**config.mk**
```make
export PLATFORM = sky130hd
export DESIGN_NAME = reverse_and_add_palindrome_flat
export DESIGN_NICKNAME = d
export VERILOG_FILES = /design/src/rtl/core/rap_pkg.sv /design/src/rtl/core/rap_req_if.sv /design/src/rtl/core/rap_rsp_if.sv /design/src/rtl/core/reverse_and_add_palindrome.sv /design/src/rtl/core/rap_csr.sv /design/src/rtl/core/rap_digit_unit.sv /design/src/flat_wrapper.sv
export SDC_FILE = /design/constraint.sdc
export NUM_CORES = 2
export LEC_CHECK = 0
export BUFFER_PORTS_ARGS = -buffer_cell sky130_fd_sc_hd__buf_2
export CORE_UTILIZATION = 40
export CTS_CLUSTER_DIAMETER = 120
export DETAILED_ROUTE_END_ITERATION = 8
export PLACE_DENSITY = 0.56
export SYNTH_ARGS = -nofsm -noshare
export SYNTH_HDL_FRONTEND = slang
export SYNTH_SLANG_ARGS = --single-unit
```
**constraint.sdc**
```tcl
create_clock -name clock -period 20.8 [get_ports clock]
set_input_delay 1.04 -clock clock [delete_from_list [all_inputs] [get_ports clock]]
set_output_delay 1.04 -clock clock [all_outputs]
set_load 0.1 [all_outputs]
```
**src/rtl/core/rap_pkg.sv**
```systemverilog
// Package for the reverse-and-add palindrome block: widths, codes, config struct,
// sequencer states and the reciprocal table of the shared digit divider.
// No dependencies.
`default_nettype none

package rap_pkg;

   localparam int MAX_DIGITS  = 32;
   localparam int VALUE_BITS  = 31;

   localparam int BASE_W      = 4;
   localparam int DIGIT_W     = 4;
   localparam int ITER_W      = 10;
   localparam int STATUS_W    = 2;
   localparam int DCNT_W      = $clog2(MAX_DIGITS + 1);
   localparam int REM_W       = DIGIT_W + 1;
   localparam int RECIP_W     = VALUE_BITS + 1;
   localparam int HORNER_W    = VALUE_BITS + BASE_W;

   localparam int CSR_COUNT   = 5;
   localparam int CSR_DATA_W  = 32;
   localparam int CSR_BYTE_W  = 2;
   localparam int CSR_INDEX_W = $clog2(CSR_COUNT);
   localparam int CSR_ADDR_W  = CSR_INDEX_W + CSR_BYTE_W;

   localparam logic [BASE_W-1:0] BASE_MIN       = 4'd2;
   localparam logic [BASE_W-1:0] BASE_MAX       = 4'd10;
   localparam logic [BASE_W-1:0] BASE_RESET     = 4'd10;
   localparam logic [ITER_W-1:0] MAX_ITER_RESET = 10'd100;
   localparam logic [DCNT_W-1:0] TARGET_DIGITS  = DCNT_W'(10);
   localparam logic [DCNT_W-1:0] ONE_DIGIT      = DCNT_W'(1);
   localparam logic [DCNT_W-1:0] DIGIT_LIMIT    = DCNT_W'(MAX_DIGITS);

   localparam logic [RECIP_W:0]  RECIP_NUM      = {1'b1, {RECIP_W{1'b0}}};

   typedef enum logic [CSR_INDEX_W-1:0] {
      CSR_NUMBER_BASE  = 3'd0,
      CSR_MIN_ITER     = 3'd1,
      CSR_MAX_ITER     = 3'd2,
      CSR_TARGET_MODE  = 3'd3,
      CSR_TARGET_VALUE = 3'd4
   } csr_index_type;

   typedef enum logic [STATUS_W-1:0] {
      STATUS_NONE     = 2'd0,
      STATUS_FOUND    = 2'd1,
      STATUS_OVERFLOW = 2'd2
   } status_type;

   typedef enum logic [2:0] {
      ST_IDLE,
      ST_MUL,
      ST_FIX,
      ST_ACC,
      ST_CHECK,
      ST_DONE
   } state_type;

   typedef struct packed {
      logic [BASE_W-1:0]     number_base;
      logic [ITER_W-1:0]     min_iterations;
      logic [ITER_W-1:0]     max_iterations;
      logic                  target_mode;
      logic [VALUE_BITS-1:0] target_value;
   } cfg_type;

   // floor(2^RECIP_W / base); quotient estimate is exact or one low
   function automatic logic [RECIP_W-1:0] recip_of(input logic [BASE_W-1:0] b);
      unique case (b)
         4'd2:    return RECIP_W'(RECIP_NUM / 2);
         4'd3:    return RECIP_W'(RECIP_NUM / 3);
         4'd4:    return RECIP_W'(RECIP_NUM / 4);
         4'd5:    return RECIP_W'(RECIP_NUM / 5);
         4'd6:    return RECIP_W'(RECIP_NUM / 6);
         4'd7:    return RECIP_W'(RECIP_NUM / 7);
         4'd8:    return RECIP_W'(RECIP_NUM / 8);
         4'd9:    return RECIP_W'(RECIP_NUM / 9);
         default: return RECIP_W'(RECIP_NUM / 10);
      endcase
   endfunction

endpackage

`default_nettype wire

```
**src/rtl/core/rap_req_if.sv**
```systemverilog
// Request channel: valid/ready handshake carrying the start number.
// Depends on rap_pkg.
`default_nettype none

interface rap_req_if import rap_pkg::*; ();
   logic                  valid;
   logic                  ready;
   logic [VALUE_BITS-1:0] start_value;

   modport source (output valid, output start_value, input ready);
   modport sink   (input valid, input start_value, output ready);
endinterface

`default_nettype wire

```
**src/rtl/core/rap_rsp_if.sv**
```systemverilog
// Response channel: valid/ready handshake carrying status, palindrome and count.
// Depends on rap_pkg.
`default_nettype none

interface rap_rsp_if import rap_pkg::*; ();
   logic                  valid;
   logic                  ready;
   logic [STATUS_W-1:0]   status;
   logic [VALUE_BITS-1:0] palindrome_value;
   logic [ITER_W-1:0]     iteration_count;

   modport source (output valid, output status, output palindrome_value,
                   output iteration_count, input ready);
   modport sink   (input valid, input status, input palindrome_value,
                   input iteration_count, output ready);
endinterface

`default_nettype wire

```
**src/rtl/core/reverse_and_add_palindrome.sv**
```systemverilog
// Top level of the reverse-and-add palindrome search in a configurable base.
// Depends on rap_pkg, rap_req_if, rap_rsp_if, rap_csr and rap_digit_unit.
//
//   port       | dir | handshake          | contents
//   req_chan   | in  | valid/ready        | start_value
//   rsp_chan   | out | valid/ready        | status, palindrome_value, iteration_count
//   APB        | in  | psel/penable/pready| number_base .. target_value
//
// Each digit passes the shared divide unit in the states multiply, correct and
// accumulate; each iteration then checks the sum, and a transaction runs from
// idle through its iterations to done. req ready is high only when idle.
// A finished result waits in an output register; a new transaction is
// accepted meanwhile. Synchronous reset clears sequencer and output valid.
`default_nettype none

module reverse_and_add_palindrome import rap_pkg::*; (
   input  logic                  clock,
   input  logic                  reset,
   rap_req_if.sink               req_chan,
   rap_rsp_if.source             rsp_chan,
   input  logic                  psel,
   input  logic                  penable,
   input  logic                  pwrite,
   input  logic [CSR_ADDR_W-1:0] paddr,
   input  logic [CSR_DATA_W-1:0] pwdata,
   output logic [CSR_DATA_W-1:0] prdata,
   output logic                  pready
);

   cfg_type               cfg;
   state_type             state_ff, state_in;

   logic [BASE_W-1:0]     base_ff, base_in, base_clamped;
   logic [VALUE_BITS-1:0] val_ff, val_in;
   logic [VALUE_BITS-1:0] quo_ff, quo_in;
   logic [VALUE_BITS-1:0] acc_ff, acc_in;
   logic                  rev_ovf_ff, rev_ovf_in;
   logic [DCNT_W-1:0]     n_ff, n_in;
   logic [ITER_W-1:0]     iter_ff, iter_in;
   logic [DIGIT_W-1:0]    digit_ff, digit_in;

   status_type            res_status_ff, res_status_in;
   logic [VALUE_BITS-1:0] res_pal_ff, res_pal_in;
   logic [ITER_W-1:0]     res_cnt_ff, res_cnt_in;

   logic                  rsp_valid_ff, rsp_valid_in;
   status_type            rsp_status_ff;
   logic [VALUE_BITS-1:0] rsp_pal_ff;
   logic [ITER_W-1:0]     rsp_cnt_ff;

   logic [VALUE_BITS-1:0] div_quotient;
   logic [DIGIT_W-1:0]    div_remainder;
   logic [HORNER_W-1:0]   horner;
   logic                  horner_ovf;
   logic [DCNT_W-1:0]     n_inc;
   logic                  digit_full;
   logic [VALUE_BITS:0]   sum;
   logic                  sum_ovf;
   logic                  too_long;
   logic                  accept_pal;
   logic                  last_iter;
   logic                  finish;
   logic                  slot_free;
   logic                  req_fire;

   rap_csr u_csr (
      .clock   (clock),
      .reset   (reset),
      .psel    (psel),
      .penable (penable),
      .pwrite  (pwrite),
      .paddr   (paddr),
      .pwdata  (pwdata),
      .prdata  (prdata),
      .pready  (pready),
      .cfg     (cfg)
   );

   rap_digit_unit u_digit (
      .clock     (clock),
      .dividend  (quo_ff),
      .base      (base_ff),
      .quotient  (div_quotient),
      .remainder (div_remainder)
   );

   assign base_clamped = (cfg.number_base < BASE_MIN) ? BASE_MIN :
                         (cfg.number_base > BASE_MAX) ? BASE_MAX : cfg.number_base;

   assign req_chan.ready = (state_ff == ST_IDLE);
   assign req_fire       = req_chan.valid && (state_ff == ST_IDLE);

   assign horner     = HORNER_W'(acc_ff) * HORNER_W'(base_ff) + HORNER_W'(digit_ff);
   assign horner_ovf = |horner[HORNER_W-1:VALUE_BITS];
   assign n_inc      = n_ff + ONE_DIGIT;
   assign digit_full = (n_inc == DIGIT_LIMIT);

   assign sum        = {1'b0, val_ff} + {1'b0, acc_ff};
   assign sum_ovf    = sum[VALUE_BITS];
   assign too_long   = cfg.target_mode && (n_ff >= TARGET_DIGITS);
   // reversal equals value exactly when the digit string mirrors
   assign accept_pal = !rev_ovf_ff && (acc_ff == val_ff) &&
                       (iter_ff >= cfg.min_iterations) &&
                       (!cfg.target_mode ||
                        ((n_ff > ONE_DIGIT) && (val_ff == cfg.target_value)));
   assign last_iter  = (iter_ff == cfg.max_iterations);
   assign finish     = too_long || accept_pal || rev_ovf_ff || sum_ovf || last_iter;

   assign slot_free  = !rsp_valid_ff || rsp_chan.ready;

   always_comb begin
      state_in = state_ff;
      unique case (state_ff)
         ST_IDLE:  if (req_chan.valid) state_in = ST_MUL;
         ST_MUL:   state_in = ST_FIX;
         ST_FIX:   state_in = ST_ACC;
         ST_ACC: begin
            if (quo_ff != '0) begin
               state_in = digit_full ? ST_DONE : ST_MUL;
            end else begin
               state_in = ST_CHECK;
            end
         end
         ST_CHECK: state_in = finish ? ST_DONE : ST_MUL;
         ST_DONE:  if (slot_free) state_in = ST_IDLE;
         default:  state_in = ST_IDLE;
      endcase
   end

   always_comb begin
      base_in       = base_ff;
      val_in        = val_ff;
      quo_in        = quo_ff;
      acc_in        = acc_ff;
      rev_ovf_in    = rev_ovf_ff;
      n_in          = n_ff;
      iter_in       = iter_ff;
      digit_in      = digit_ff;
      res_status_in = res_status_ff;
      res_pal_in    = res_pal_ff;
      res_cnt_in    = res_cnt_ff;
      unique case (state_ff)
         ST_IDLE: begin
            if (req_fire) begin
               base_in    = base_clamped;
               val_in     = req_chan.start_value;
               quo_in     = req_chan.start_value;
               acc_in     = '0;
               rev_ovf_in = 1'b0;
               n_in       = '0;
               iter_in    = '0;
            end
         end
         ST_MUL: begin
         end
         ST_FIX: begin
            quo_in   = div_quotient;
            digit_in = div_remainder;
         end
         ST_ACC: begin
            n_in = n_inc;
            if (!rev_ovf_ff) begin
               if (horner_ovf) begin
                  rev_ovf_in = 1'b1;
               end else begin
                  acc_in = horner[VALUE_BITS-1:0];
               end
            end
            if ((quo_ff != '0) && digit_full) begin
               res_status_in = STATUS_OVERFLOW;
               res_pal_in    = '0;
               res_cnt_in    = iter_ff;
            end
         end
         ST_CHECK: begin
            if (too_long) begin
               res_status_in = STATUS_NONE;
               res_pal_in    = '0;
               res_cnt_in    = '0;
            end else if (accept_pal) begin
               res_status_in = STATUS_FOUND;
               res_pal_in    = val_ff;
               res_cnt_in    = iter_ff;
            end else if (rev_ovf_ff || sum_ovf) begin
               res_status_in = STATUS_OVERFLOW;
               res_pal_in    = '0;
               res_cnt_in    = iter_ff;
            end else if (last_iter) begin
               res_status_in = STATUS_NONE;
               res_pal_in    = '0;
               res_cnt_in    = '0;
            end else begin
               val_in     = sum[VALUE_BITS-1:0];
               quo_in     = sum[VALUE_BITS-1:0];
               acc_in     = '0;
               rev_ovf_in = 1'b0;
               n_in       = '0;
               iter_in    = iter_ff + ITER_W'(1);
            end
         end
         ST_DONE: begin
         end
         default: begin
         end
      endcase
   end

   assign rsp_valid_in = (rsp_valid_ff && !rsp_chan.ready) ||
                         ((state_ff == ST_DONE) && slot_free);

   always_ff @(posedge clock) begin
      if (reset) begin
         state_ff     <= ST_IDLE;
         rsp_valid_ff <= 1'b0;
      end else begin
         state_ff     <= state_in;
         rsp_valid_ff <= rsp_valid_in;
      end
   end

   always_ff @(posedge clock) begin
      base_ff       <= base_in;
      val_ff        <= val_in;
      quo_ff        <= quo_in;
      acc_ff        <= acc_in;
      rev_ovf_ff    <= rev_ovf_in;
      n_ff          <= n_in;
      iter_ff       <= iter_in;
      digit_ff      <= digit_in;
      res_status_ff <= res_status_in;
      res_pal_ff    <= res_pal_in;
      res_cnt_ff    <= res_cnt_in;
      if ((state_ff == ST_DONE) && slot_free) begin
         rsp_status_ff <= res_status_ff;
         rsp_pal_ff    <= res_pal_ff;
         rsp_cnt_ff    <= res_cnt_ff;
      end
   end

   assign rsp_chan.valid            = rsp_valid_ff;
   assign rsp_chan.status           = rsp_status_ff;
   assign rsp_chan.palindrome_value = rsp_pal_ff;
   assign rsp_chan.iteration_count  = rsp_cnt_ff;

endmodule

`default_nettype wire

```
**src/rtl/core/rap_csr.sv**
```systemverilog
// APB-style configuration registers of the palindrome block.
// Depends on rap_pkg.
`default_nettype none

module rap_csr import rap_pkg::*; (
   input  logic                  clock,
   input  logic                  reset,
   input  logic                  psel,
   input  logic                  penable,
   input  logic                  pwrite,
   input  logic [CSR_ADDR_W-1:0] paddr,
   input  logic [CSR_DATA_W-1:0] pwdata,
   output logic [CSR_DATA_W-1:0] prdata,
   output logic                  pready,
   output cfg_type               cfg
);

   cfg_type       cfg_ff;
   cfg_type       cfg_in;
   csr_index_type index;
   logic          write_en;

   assign pready   = 1'b1;
   assign index    = csr_index_type'(paddr[CSR_ADDR_W-1:CSR_BYTE_W]);
   assign write_en = psel && penable && pwrite;
   assign cfg      = cfg_ff;

   always_comb begin
      cfg_in = cfg_ff;
      if (write_en) begin
         unique case (index)
            CSR_NUMBER_BASE:  cfg_in.number_base    = pwdata[BASE_W-1:0];
            CSR_MIN_ITER:     cfg_in.min_iterations = pwdata[ITER_W-1:0];
            CSR_MAX_ITER:     cfg_in.max_iterations = pwdata[ITER_W-1:0];
            CSR_TARGET_MODE:  cfg_in.target_mode    = pwdata[0];
            CSR_TARGET_VALUE: cfg_in.target_value   = pwdata[VALUE_BITS-1:0];
            default:          cfg_in = cfg_ff;
         endcase
      end
   end

   always_comb begin
      unique case (index)
         CSR_NUMBER_BASE:  prdata = CSR_DATA_W'(cfg_ff.number_base);
         CSR_MIN_ITER:     prdata = CSR_DATA_W'(cfg_ff.min_iterations);
         CSR_MAX_ITER:     prdata = CSR_DATA_W'(cfg_ff.max_iterations);
         CSR_TARGET_MODE:  prdata = CSR_DATA_W'(cfg_ff.target_mode);
         CSR_TARGET_VALUE: prdata = CSR_DATA_W'(cfg_ff.target_value);
         default:          prdata = '0;
      endcase
   end

   always_ff @(posedge clock) begin
      if (reset) begin
         cfg_ff.number_base    <= BASE_RESET;
         cfg_ff.min_iterations <= '0;
         cfg_ff.max_iterations <= MAX_ITER_RESET;
         cfg_ff.target_mode    <= 1'b0;
         cfg_ff.target_value   <= '0;
      end else begin
         cfg_ff <= cfg_in;
      end
   end

endmodule

`default_nettype wire

```
**src/rtl/core/rap_digit_unit.sv**
```systemverilog
// Shared divide-by-base unit: registered reciprocal multiply, then one
// correction step giving quotient and lowest digit. Depends on rap_pkg.
`default_nettype none

module rap_digit_unit import rap_pkg::*; (
   input  logic                  clock,
   input  logic [VALUE_BITS-1:0] dividend,
   input  logic [BASE_W-1:0]     base,
   output logic [VALUE_BITS-1:0] quotient,
   output logic [DIGIT_W-1:0]    remainder
);

   logic [VALUE_BITS+RECIP_W-1:0] product_ff;
   logic [VALUE_BITS+RECIP_W-1:0] product_in;
   logic [VALUE_BITS-1:0]         q_est;
   logic [REM_W-1:0]              q_times_base;
   logic [REM_W-1:0]              rem_est;
   logic [REM_W-1:0]              base_ext;
   logic                          fix;

   assign product_in   = (VALUE_BITS+RECIP_W)'(dividend) *
                         (VALUE_BITS+RECIP_W)'(recip_of(base));
   assign q_est        = product_ff[VALUE_BITS+RECIP_W-1:RECIP_W];
   assign base_ext     = REM_W'(base);
   // remainder estimate is below twice the base, so the low bits suffice
   assign q_times_base = REM_W'(q_est[REM_W-1:0] * base_ext);
   assign rem_est      = dividend[REM_W-1:0] - q_times_base;
   assign fix          = (rem_est >= base_ext);
   assign quotient     = q_est + VALUE_BITS'(fix);
   assign remainder    = fix ? DIGIT_W'(rem_est - base_ext) : DIGIT_W'(rem_est);

   always_ff @(posedge clock) begin
      product_ff <= product_in;
   end

endmodule

`default_nettype wire
```
**src/flat_wrapper.sv**
```systemverilog
// flat-port wrapper written by rule: the top's interface ports become plain ports
module reverse_and_add_palindrome_flat import rap_pkg::*;
  (clock, reset, psel, penable, pwrite, paddr, pwdata, prdata, pready, req_chan_valid, req_chan_start_value, req_chan_ready, rsp_chan_valid, rsp_chan_status, rsp_chan_palindrome_value, rsp_chan_iteration_count, rsp_chan_ready);
  rap_req_if req_chan_i ();
  rap_rsp_if rsp_chan_i ();
  input  logic clock;
  input  logic reset;
  input  logic psel;
  input  logic penable;
  input  logic pwrite;
  input  logic [CSR_ADDR_W-1:0] paddr;
  input  logic [CSR_DATA_W-1:0] pwdata;
  output logic [CSR_DATA_W-1:0] prdata;
  output logic pready;
  input wire logic [$bits(req_chan_i.valid)-1:0] req_chan_valid;
  input wire logic [$bits(req_chan_i.start_value)-1:0] req_chan_start_value;
  output wire logic [$bits(req_chan_i.ready)-1:0] req_chan_ready;
  output wire logic [$bits(rsp_chan_i.valid)-1:0] rsp_chan_valid;
  output wire logic [$bits(rsp_chan_i.status)-1:0] rsp_chan_status;
  output wire logic [$bits(rsp_chan_i.palindrome_value)-1:0] rsp_chan_palindrome_value;
  output wire logic [$bits(rsp_chan_i.iteration_count)-1:0] rsp_chan_iteration_count;
  input wire logic [$bits(rsp_chan_i.ready)-1:0] rsp_chan_ready;
  assign req_chan_i.valid = req_chan_valid;
  assign req_chan_i.start_value = req_chan_start_value;
  assign req_chan_ready = req_chan_i.ready;
  assign rsp_chan_valid = rsp_chan_i.valid;
  assign rsp_chan_status = rsp_chan_i.status;
  assign rsp_chan_palindrome_value = rsp_chan_i.palindrome_value;
  assign rsp_chan_iteration_count = rsp_chan_i.iteration_count;
  assign rsp_chan_i.ready = rsp_chan_ready;
  reverse_and_add_palindrome u_core (.clock(clock), .reset(reset), .req_chan(req_chan_i), .rsp_chan(rsp_chan_i), .psel(psel), .penable(penable), .pwrite(pwrite), .paddr(paddr), .pwdata(pwdata), .prdata(prdata), .pready(pready));
endmodule
```
After elaboration in Yosys (flattened, before gate mapping)
Memory sizes are Yosys's and may differ from the RTL's.
Index checks and enable logic that the tools add are counted.
Storage, ports and cells
  bits in read-only memories: 512
  output and inout port bits: 78
  bits in latches: 0
  register bits after elaboration: 327
  RAM bits: 0
  bits of input ports: 75
  memories kept: 1
  word-level logic and storage cells: 170
Operators by class
  eq/ne operators: 24
  $mul: 3
  div/mod/pow operators: 0
  shifts and indexed selects: 0
  $add $sub $neg: 7
  reductions and logical operators: 44
  muxes and demuxes: 62
  bitwise operators: 0
  order comparisons: 6
Memories
  (name not given): depth 16, bits a word 32, read ports 1, clocked after Yosys merged registers in 0, wr ports 0, line rap_pkg.sv:69  | unique case (b)
Operator list (count)
  31-bit 2-to-1 mux: 17
  31-bit case mux with 3 select lines: 2
  31-bit case mux with 5 select lines: 1
  31-bit case mux with 2 select lines: 2
  10-bit 2-to-1 mux: 10
  31-bit by 32-bit multiplier with 63-bit output: 1
  31-bit equality test: 2
  10-bit case mux with 2 select lines: 2
  35-bit by 4-bit adder with 35-bit output: 1
  31-bit by 4-bit multiplier with 35-bit output: 1
  31-bit by 31-bit adder with 32-bit output: 1
  31-bit by 1-bit adder with 31-bit output: 1
  31-bit nonzero test: 1
  6-bit 2-to-1 mux: 5
  3-bit case mux with 6 select lines: 1
  6-bit case mux with 3 select lines: 1
  6-bit AND reduction: 3
  3-bit 2-to-1 mux: 5
  2-bit inequality test, second input constant: 7
  2-bit AND reduction: 7
  3-bit by 2-bit equality test with 1-bit output, second input constant: 4
  1-bit logical AND: 11
  10-bit by 1-bit adder with 10-bit output, second input constant: 1
  10-bit equality test: 1
  29 further kinds: 58

Depth between registers and ports, before layout
  depth after elaboration: 10
  depth in mapped cells: 36
  mapped depth without buffers: 32

Cells and area by module
Synthesis repeated with hierarchy kept, for this count alone.
Unflattened totals
  cell total of the unflattened synthesis: 4500
  area, all modules: 42766.0 µm²
By module, submodules not included
  rap_digit_unit: times used 1, seq. area each 620.6 µm², cells each 2811, area each 25275.5 µm²
  reverse_and_add_palindrome: times used 1, seq. area each 6206.0 µm², cells each 1389, area each 14680.3 µm²
  rap_csr: times used 1, seq. area each 1121.1 µm², cells each 300, area each 2810.2 µm²

Worst setup path after synthesis
Ideal clock, no wire load.
  path type: reg2reg
  from: register u_core.base_ff[1] (netlist name)
  to: register u_core.u_digit.product_ff[61]
  library setup time: 0.122 ns
  clock period less this slack: 8.466 ns
  stages on the path, launching flop included: 34
  buffers on the path: 5
  arrival: 8.344 ns
  required time: 20.678 ns
  slack: 12.334 ns
  cells stage by stage: edfxtp_1 clkbuf_1 clkbuf_1 inv_1 ha_1 and3_1 clkbuf_1 clkbuf_1 nand2_1 fa_1 inv_1 fa_1 inv_1 fa_1 inv_1 ha_1 a21o_1 fa_1 fa_1 fa_1 inv_1 fa_1 inv_1 ha_1 buf_2 nand2_1 nor4_2 o2111ai_1 a211oi_1 a221oi_2 a21oi_1 o21bai_1 and4b_1 a311o_1
RTL lines
  end signal: assignment: line rap_digit_unit.sv:33  | product_ff <= product_in;
  end: declaration: line rap_digit_unit.sv:13  | logic [VALUE_BITS+RECIP_W-1:0] product_ff;

==> impl_metrics.env <==
export IMPL_cts_max_path_buffers=3
export IMPL_async_reset_ff_share_pct=0
export IMPL_ys_warn_count=0
export IMPL_grt_max_degree=73
export IMPL_rsz0062_at_grt="no"
export IMPL_ant_nets=0
export IMPL_place_area_sq_mm=0.0444
export IMPL_critical_path_max_stage_delay_ns=0.66
export IMPL_post_dp_hpwl_mm=108
export IMPL_fin_area_sq_mm=0.0456
export IMPL_ys_flop_type="edfxtp_1"
export IMPL_post_cts_buffers=0
export IMPL_arrival_ns=11.57
export IMPL_ctsResizeCount=0
export IMPL_critPathLaunchType="register"
export IMPL_grt_pass1_vias=32400
export IMPL_syn_inst=4470
export IMPL_routedWlPerCell_um=22.9
export IMPL_fill_cells=10200
export IMPL_antenna_found_initial=14
export IMPL_gp_congestion=0.972
export IMPL_layout_worst_path_cycle_share_pct=53.5
export IMPL_htree_num_levels=2
export IMPL_endpoint_kind="register"
export IMPL_hold_viol=0
export IMPL_core_area_sq_mm=0.104
export IMPL_cp_common_cell="fa_1"
export IMPL_drc=0
export IMPL_first_pass_iters=5
export IMPL_syn_to_final_growth_pct=7.79
export IMPL_die_height_um=327
export IMPL_floorplan_die_area_sq_mm=0.107
export IMPL_drt_iter0_drc=2784
export IMPL_worstPathRequired_ns=21.23
export IMPL_hold_class="register to register"
export IMPL_cts_root_buf="clkbuf_16"
export IMPL_vias_per_cell=5.37
export IMPL_overflow=0
export IMPL_yosysUniqueCellTypes=91
export IMPL_synth_top_area_share_pct=30.5
export IMPL_synth_edf_count=204
export IMPL_initial_core_util_pct=40.6
export IMPL_synth_largest_area_cell="fa_1"
export IMPL_ys_seq_elements=295
export IMPL_relSlewSlack_pct=23.2
export IMPL_ys_seq_area_share_pct=18.8
export IMPL_critPathMaxFanout=33
export IMPL_worst_path_max_delay_cell="edfxtp_1"
export IMPL_io_buffers=147
export IMPL_io_pin_count=153
export IMPL_grt_usage_pct=25.8
export IMPL_syn_area_sq_mm=0.0423
export IMPL_drv_cap=0
export IMPL_slew_violations=0
export IMPL_vias=31800
export IMPL_ctsHoldBuffers=0
export IMPL_setup_viol=0
export IMPL_clock_sinks=295
export IMPL_fin_nets=5668
export IMPL_fin_skew_ns=0.0161
export IMPL_outcome="complete, no violations"
export IMPL_cts_made_buffers=35
export IMPL_synthTopCellsByArea="fa_1, edfxtp_1, ha_1"
export IMPL_crit_type="register to register"
export IMPL_rows=118
export IMPL_avgSynthCellArea_sq_um=9.46
export IMPL_fmax_mhz=89.8
export IMPL_clock_latency_ns=0.56
export IMPL_cts_tree="built"
export IMPL_clk_pin_slew_ns=0.07
export IMPL_worst_slew_pin_slew_ns=1.15
export IMPL_grt_pass1_wl_mm=206
export IMPL_routed_wl_mm=136
export IMPL_fin_crit_ns=11.14
export IMPL_die_width_um=327
export IMPL_fin_tns_setup_ns=0
export IMPL_synthesis_nets=5616
export IMPL_drive_gt1_share_pct=6.46
==> logic make-up after synthesis <==
family                     Yosys count  synth area share (%)
and+or+nand+nor                   1353                  15.7
adders and majority gates         1071                  43.1
buffers and inverters              938                  8.54
AOI/OAI and AO/OA                  581                  8.96
DFF                                295                  18.8
xor gates and xnor gates           215                  4.45
muxes                               15                 0.361
other                                2                0.0178
==> state kept, by name, summed over array words and instances, names as in the netlist, 10 cells and up <==
register and count:
u_core.iter_ff 10, u_core.val_ff 31, u_core.res_cnt_ff 10, u_core.quo_ff 31, u_core.u_csr.cfg 56, u_core.acc_ff 31
u_core.u_digit.product_ff 31, u_core.rsp_chan.palindrome_value 31, u_core.res_pal_ff 31, u_core.rsp_chan.iteration_count 10
==> placed cells by master, fill, tap and decap left out, drive strengths merged, types with 8 or more instances in the layout <==
master | Yosys | routed
a211oi | 17 | 17
a21o | 86 | 86
a21oi | 189 | 189
a22oi | 21 | 21
a31oi | 20 | 20
and2 | 353 | 353
and3 | 55 | 55
buf | 17 | 193
clkbuf | 161 | 46
clkinv | 0 | 9
dfxtp | 91 | 91
edfxtp | 204 | 204
fa | 644 | 644
ha | 427 | 427
inv | 760 | 764
mux2i | 13 | 13
nand2 | 589 | 589
nand2b | 12 | 12
nand3 | 53 | 53
nand4 | 41 | 41
nor2 | 137 | 137
nor2b | 17 | 17
nor3 | 27 | 27
nor4 | 22 | 22
o211ai | 14 | 14
o21a | 14 | 14
o21ai | 111 | 111
o21bai | 24 | 24
o22a | 14 | 14
o31ai | 9 | 9
or3 | 8 | 8
xnor2 | 128 | 128
xor2 | 87 | 87
==> cell type report <==
cell class / count / area, sq um / share of cell area (%)
Clock buffer: 46 / 958 / 2.10
Clock inverter: 17 / 204 / 0.448
Antenna cell: 6 / 15.0 / 0.0329
Tap cell: 1380 / 1730 / 3.79
Timing Repair Buffer: 193 / 1080 / 2.37
Sequential cell: 295 / 7950 / 17.4
Inverter: 760 / 2850 / 6.26
Multi-Input combinational cell: 3237 / 30800 / 67.6
==> metrics by stage <==
step	setup WS, ns	util (%)	instances	hold WS [ns]
4_1_cts	9.86	43.8	5928	0.413
3_5_place_dp	9.97	42.6	5865	0.405
5_1_grt	9.41	43.8	5931	0.420
6_report	9.66	43.8	5934	0.416
2_1_floorplan	12.33	-	4470	0.400
3_3_place_gp	9.86	42.6	5865	0.403
==> Yosys cell counts, types with 7 or more instances <==
master and n:
a211oi_1 16, a21o_1 86, a21oi_1 189, a22oi_1 21
a31oi_1 19, and2_1 352, and3_1 53, buf_1 7
clkbuf_1 154, dfxtp_1 91, edfxtp_1 204, fa_1 644
ha_1 427, inv_1 760, mux2i_1 13, nand2_1 589
nand2b_1 12, nand3_1 53, nand4_1 41, nor2_1 137
nor2b_1 17, nor3_1 25, nor3b_1 7, nor4_1 21
o211ai_1 14, o21a_1 14, o21ai_0 106, o21bai_1 23
o22a_1 14, or3_1 7, xnor2_1 128, xor2_1 87
==> path summary, 6_finish.rpt <==
path	from	endpoint	slack, ns	cells after the start
setup / recovery	u_core.base_ff[1]$_SDFFCE_PP1P_	u_core.u_digit.product_ff[61]$_DFF_P_	9.66	29
hold / removal	u_core.res_pal_ff[9]$_SDFFCE_PP0P_	u_core.rsp_chan.palindrome_value[9]$_DFFE_PP_	0.42	0
setup reg to reg	u_core.base_ff[1]$_SDFFCE_PP1P_	u_core.u_digit.product_ff[61]$_DFF_P_	9.66	29
hold reg to reg	u_core.res_pal_ff[9]$_SDFFCE_PP0P_	u_core.rsp_chan.palindrome_value[9]$_DFFE_PP_	0.42	0
==> critical path, delay by kind of cell (launching register included) <==
kind	cells	cell delay, ns
adder cells (fa/ha/maj)	10	4.60
AO/OA/AOI/OAI	9	3.15
buffers and inverters	6	1.91
flip-flops	1	0.66
AND/OR/NAND/NOR	4	0.62
==> routing by layer <==
| layer | up-vias | GRT usage, % | wire [um] |
|---|---|---|---|
| met1 | 16100 | 38.7 | 62600 |
| met4 | 0 | 5.68 | 3270 |
| met2 | 1171 | 38.1 | 58000 |
| met5 | - | 0 | 0 |
| met3 | 152 | 4.96 | 12200 |
| li1 | 14500 | - | - |
Power is not shown: default switching activity piles up to over one toggle a cycle in this logic, so the estimate is an artifact.
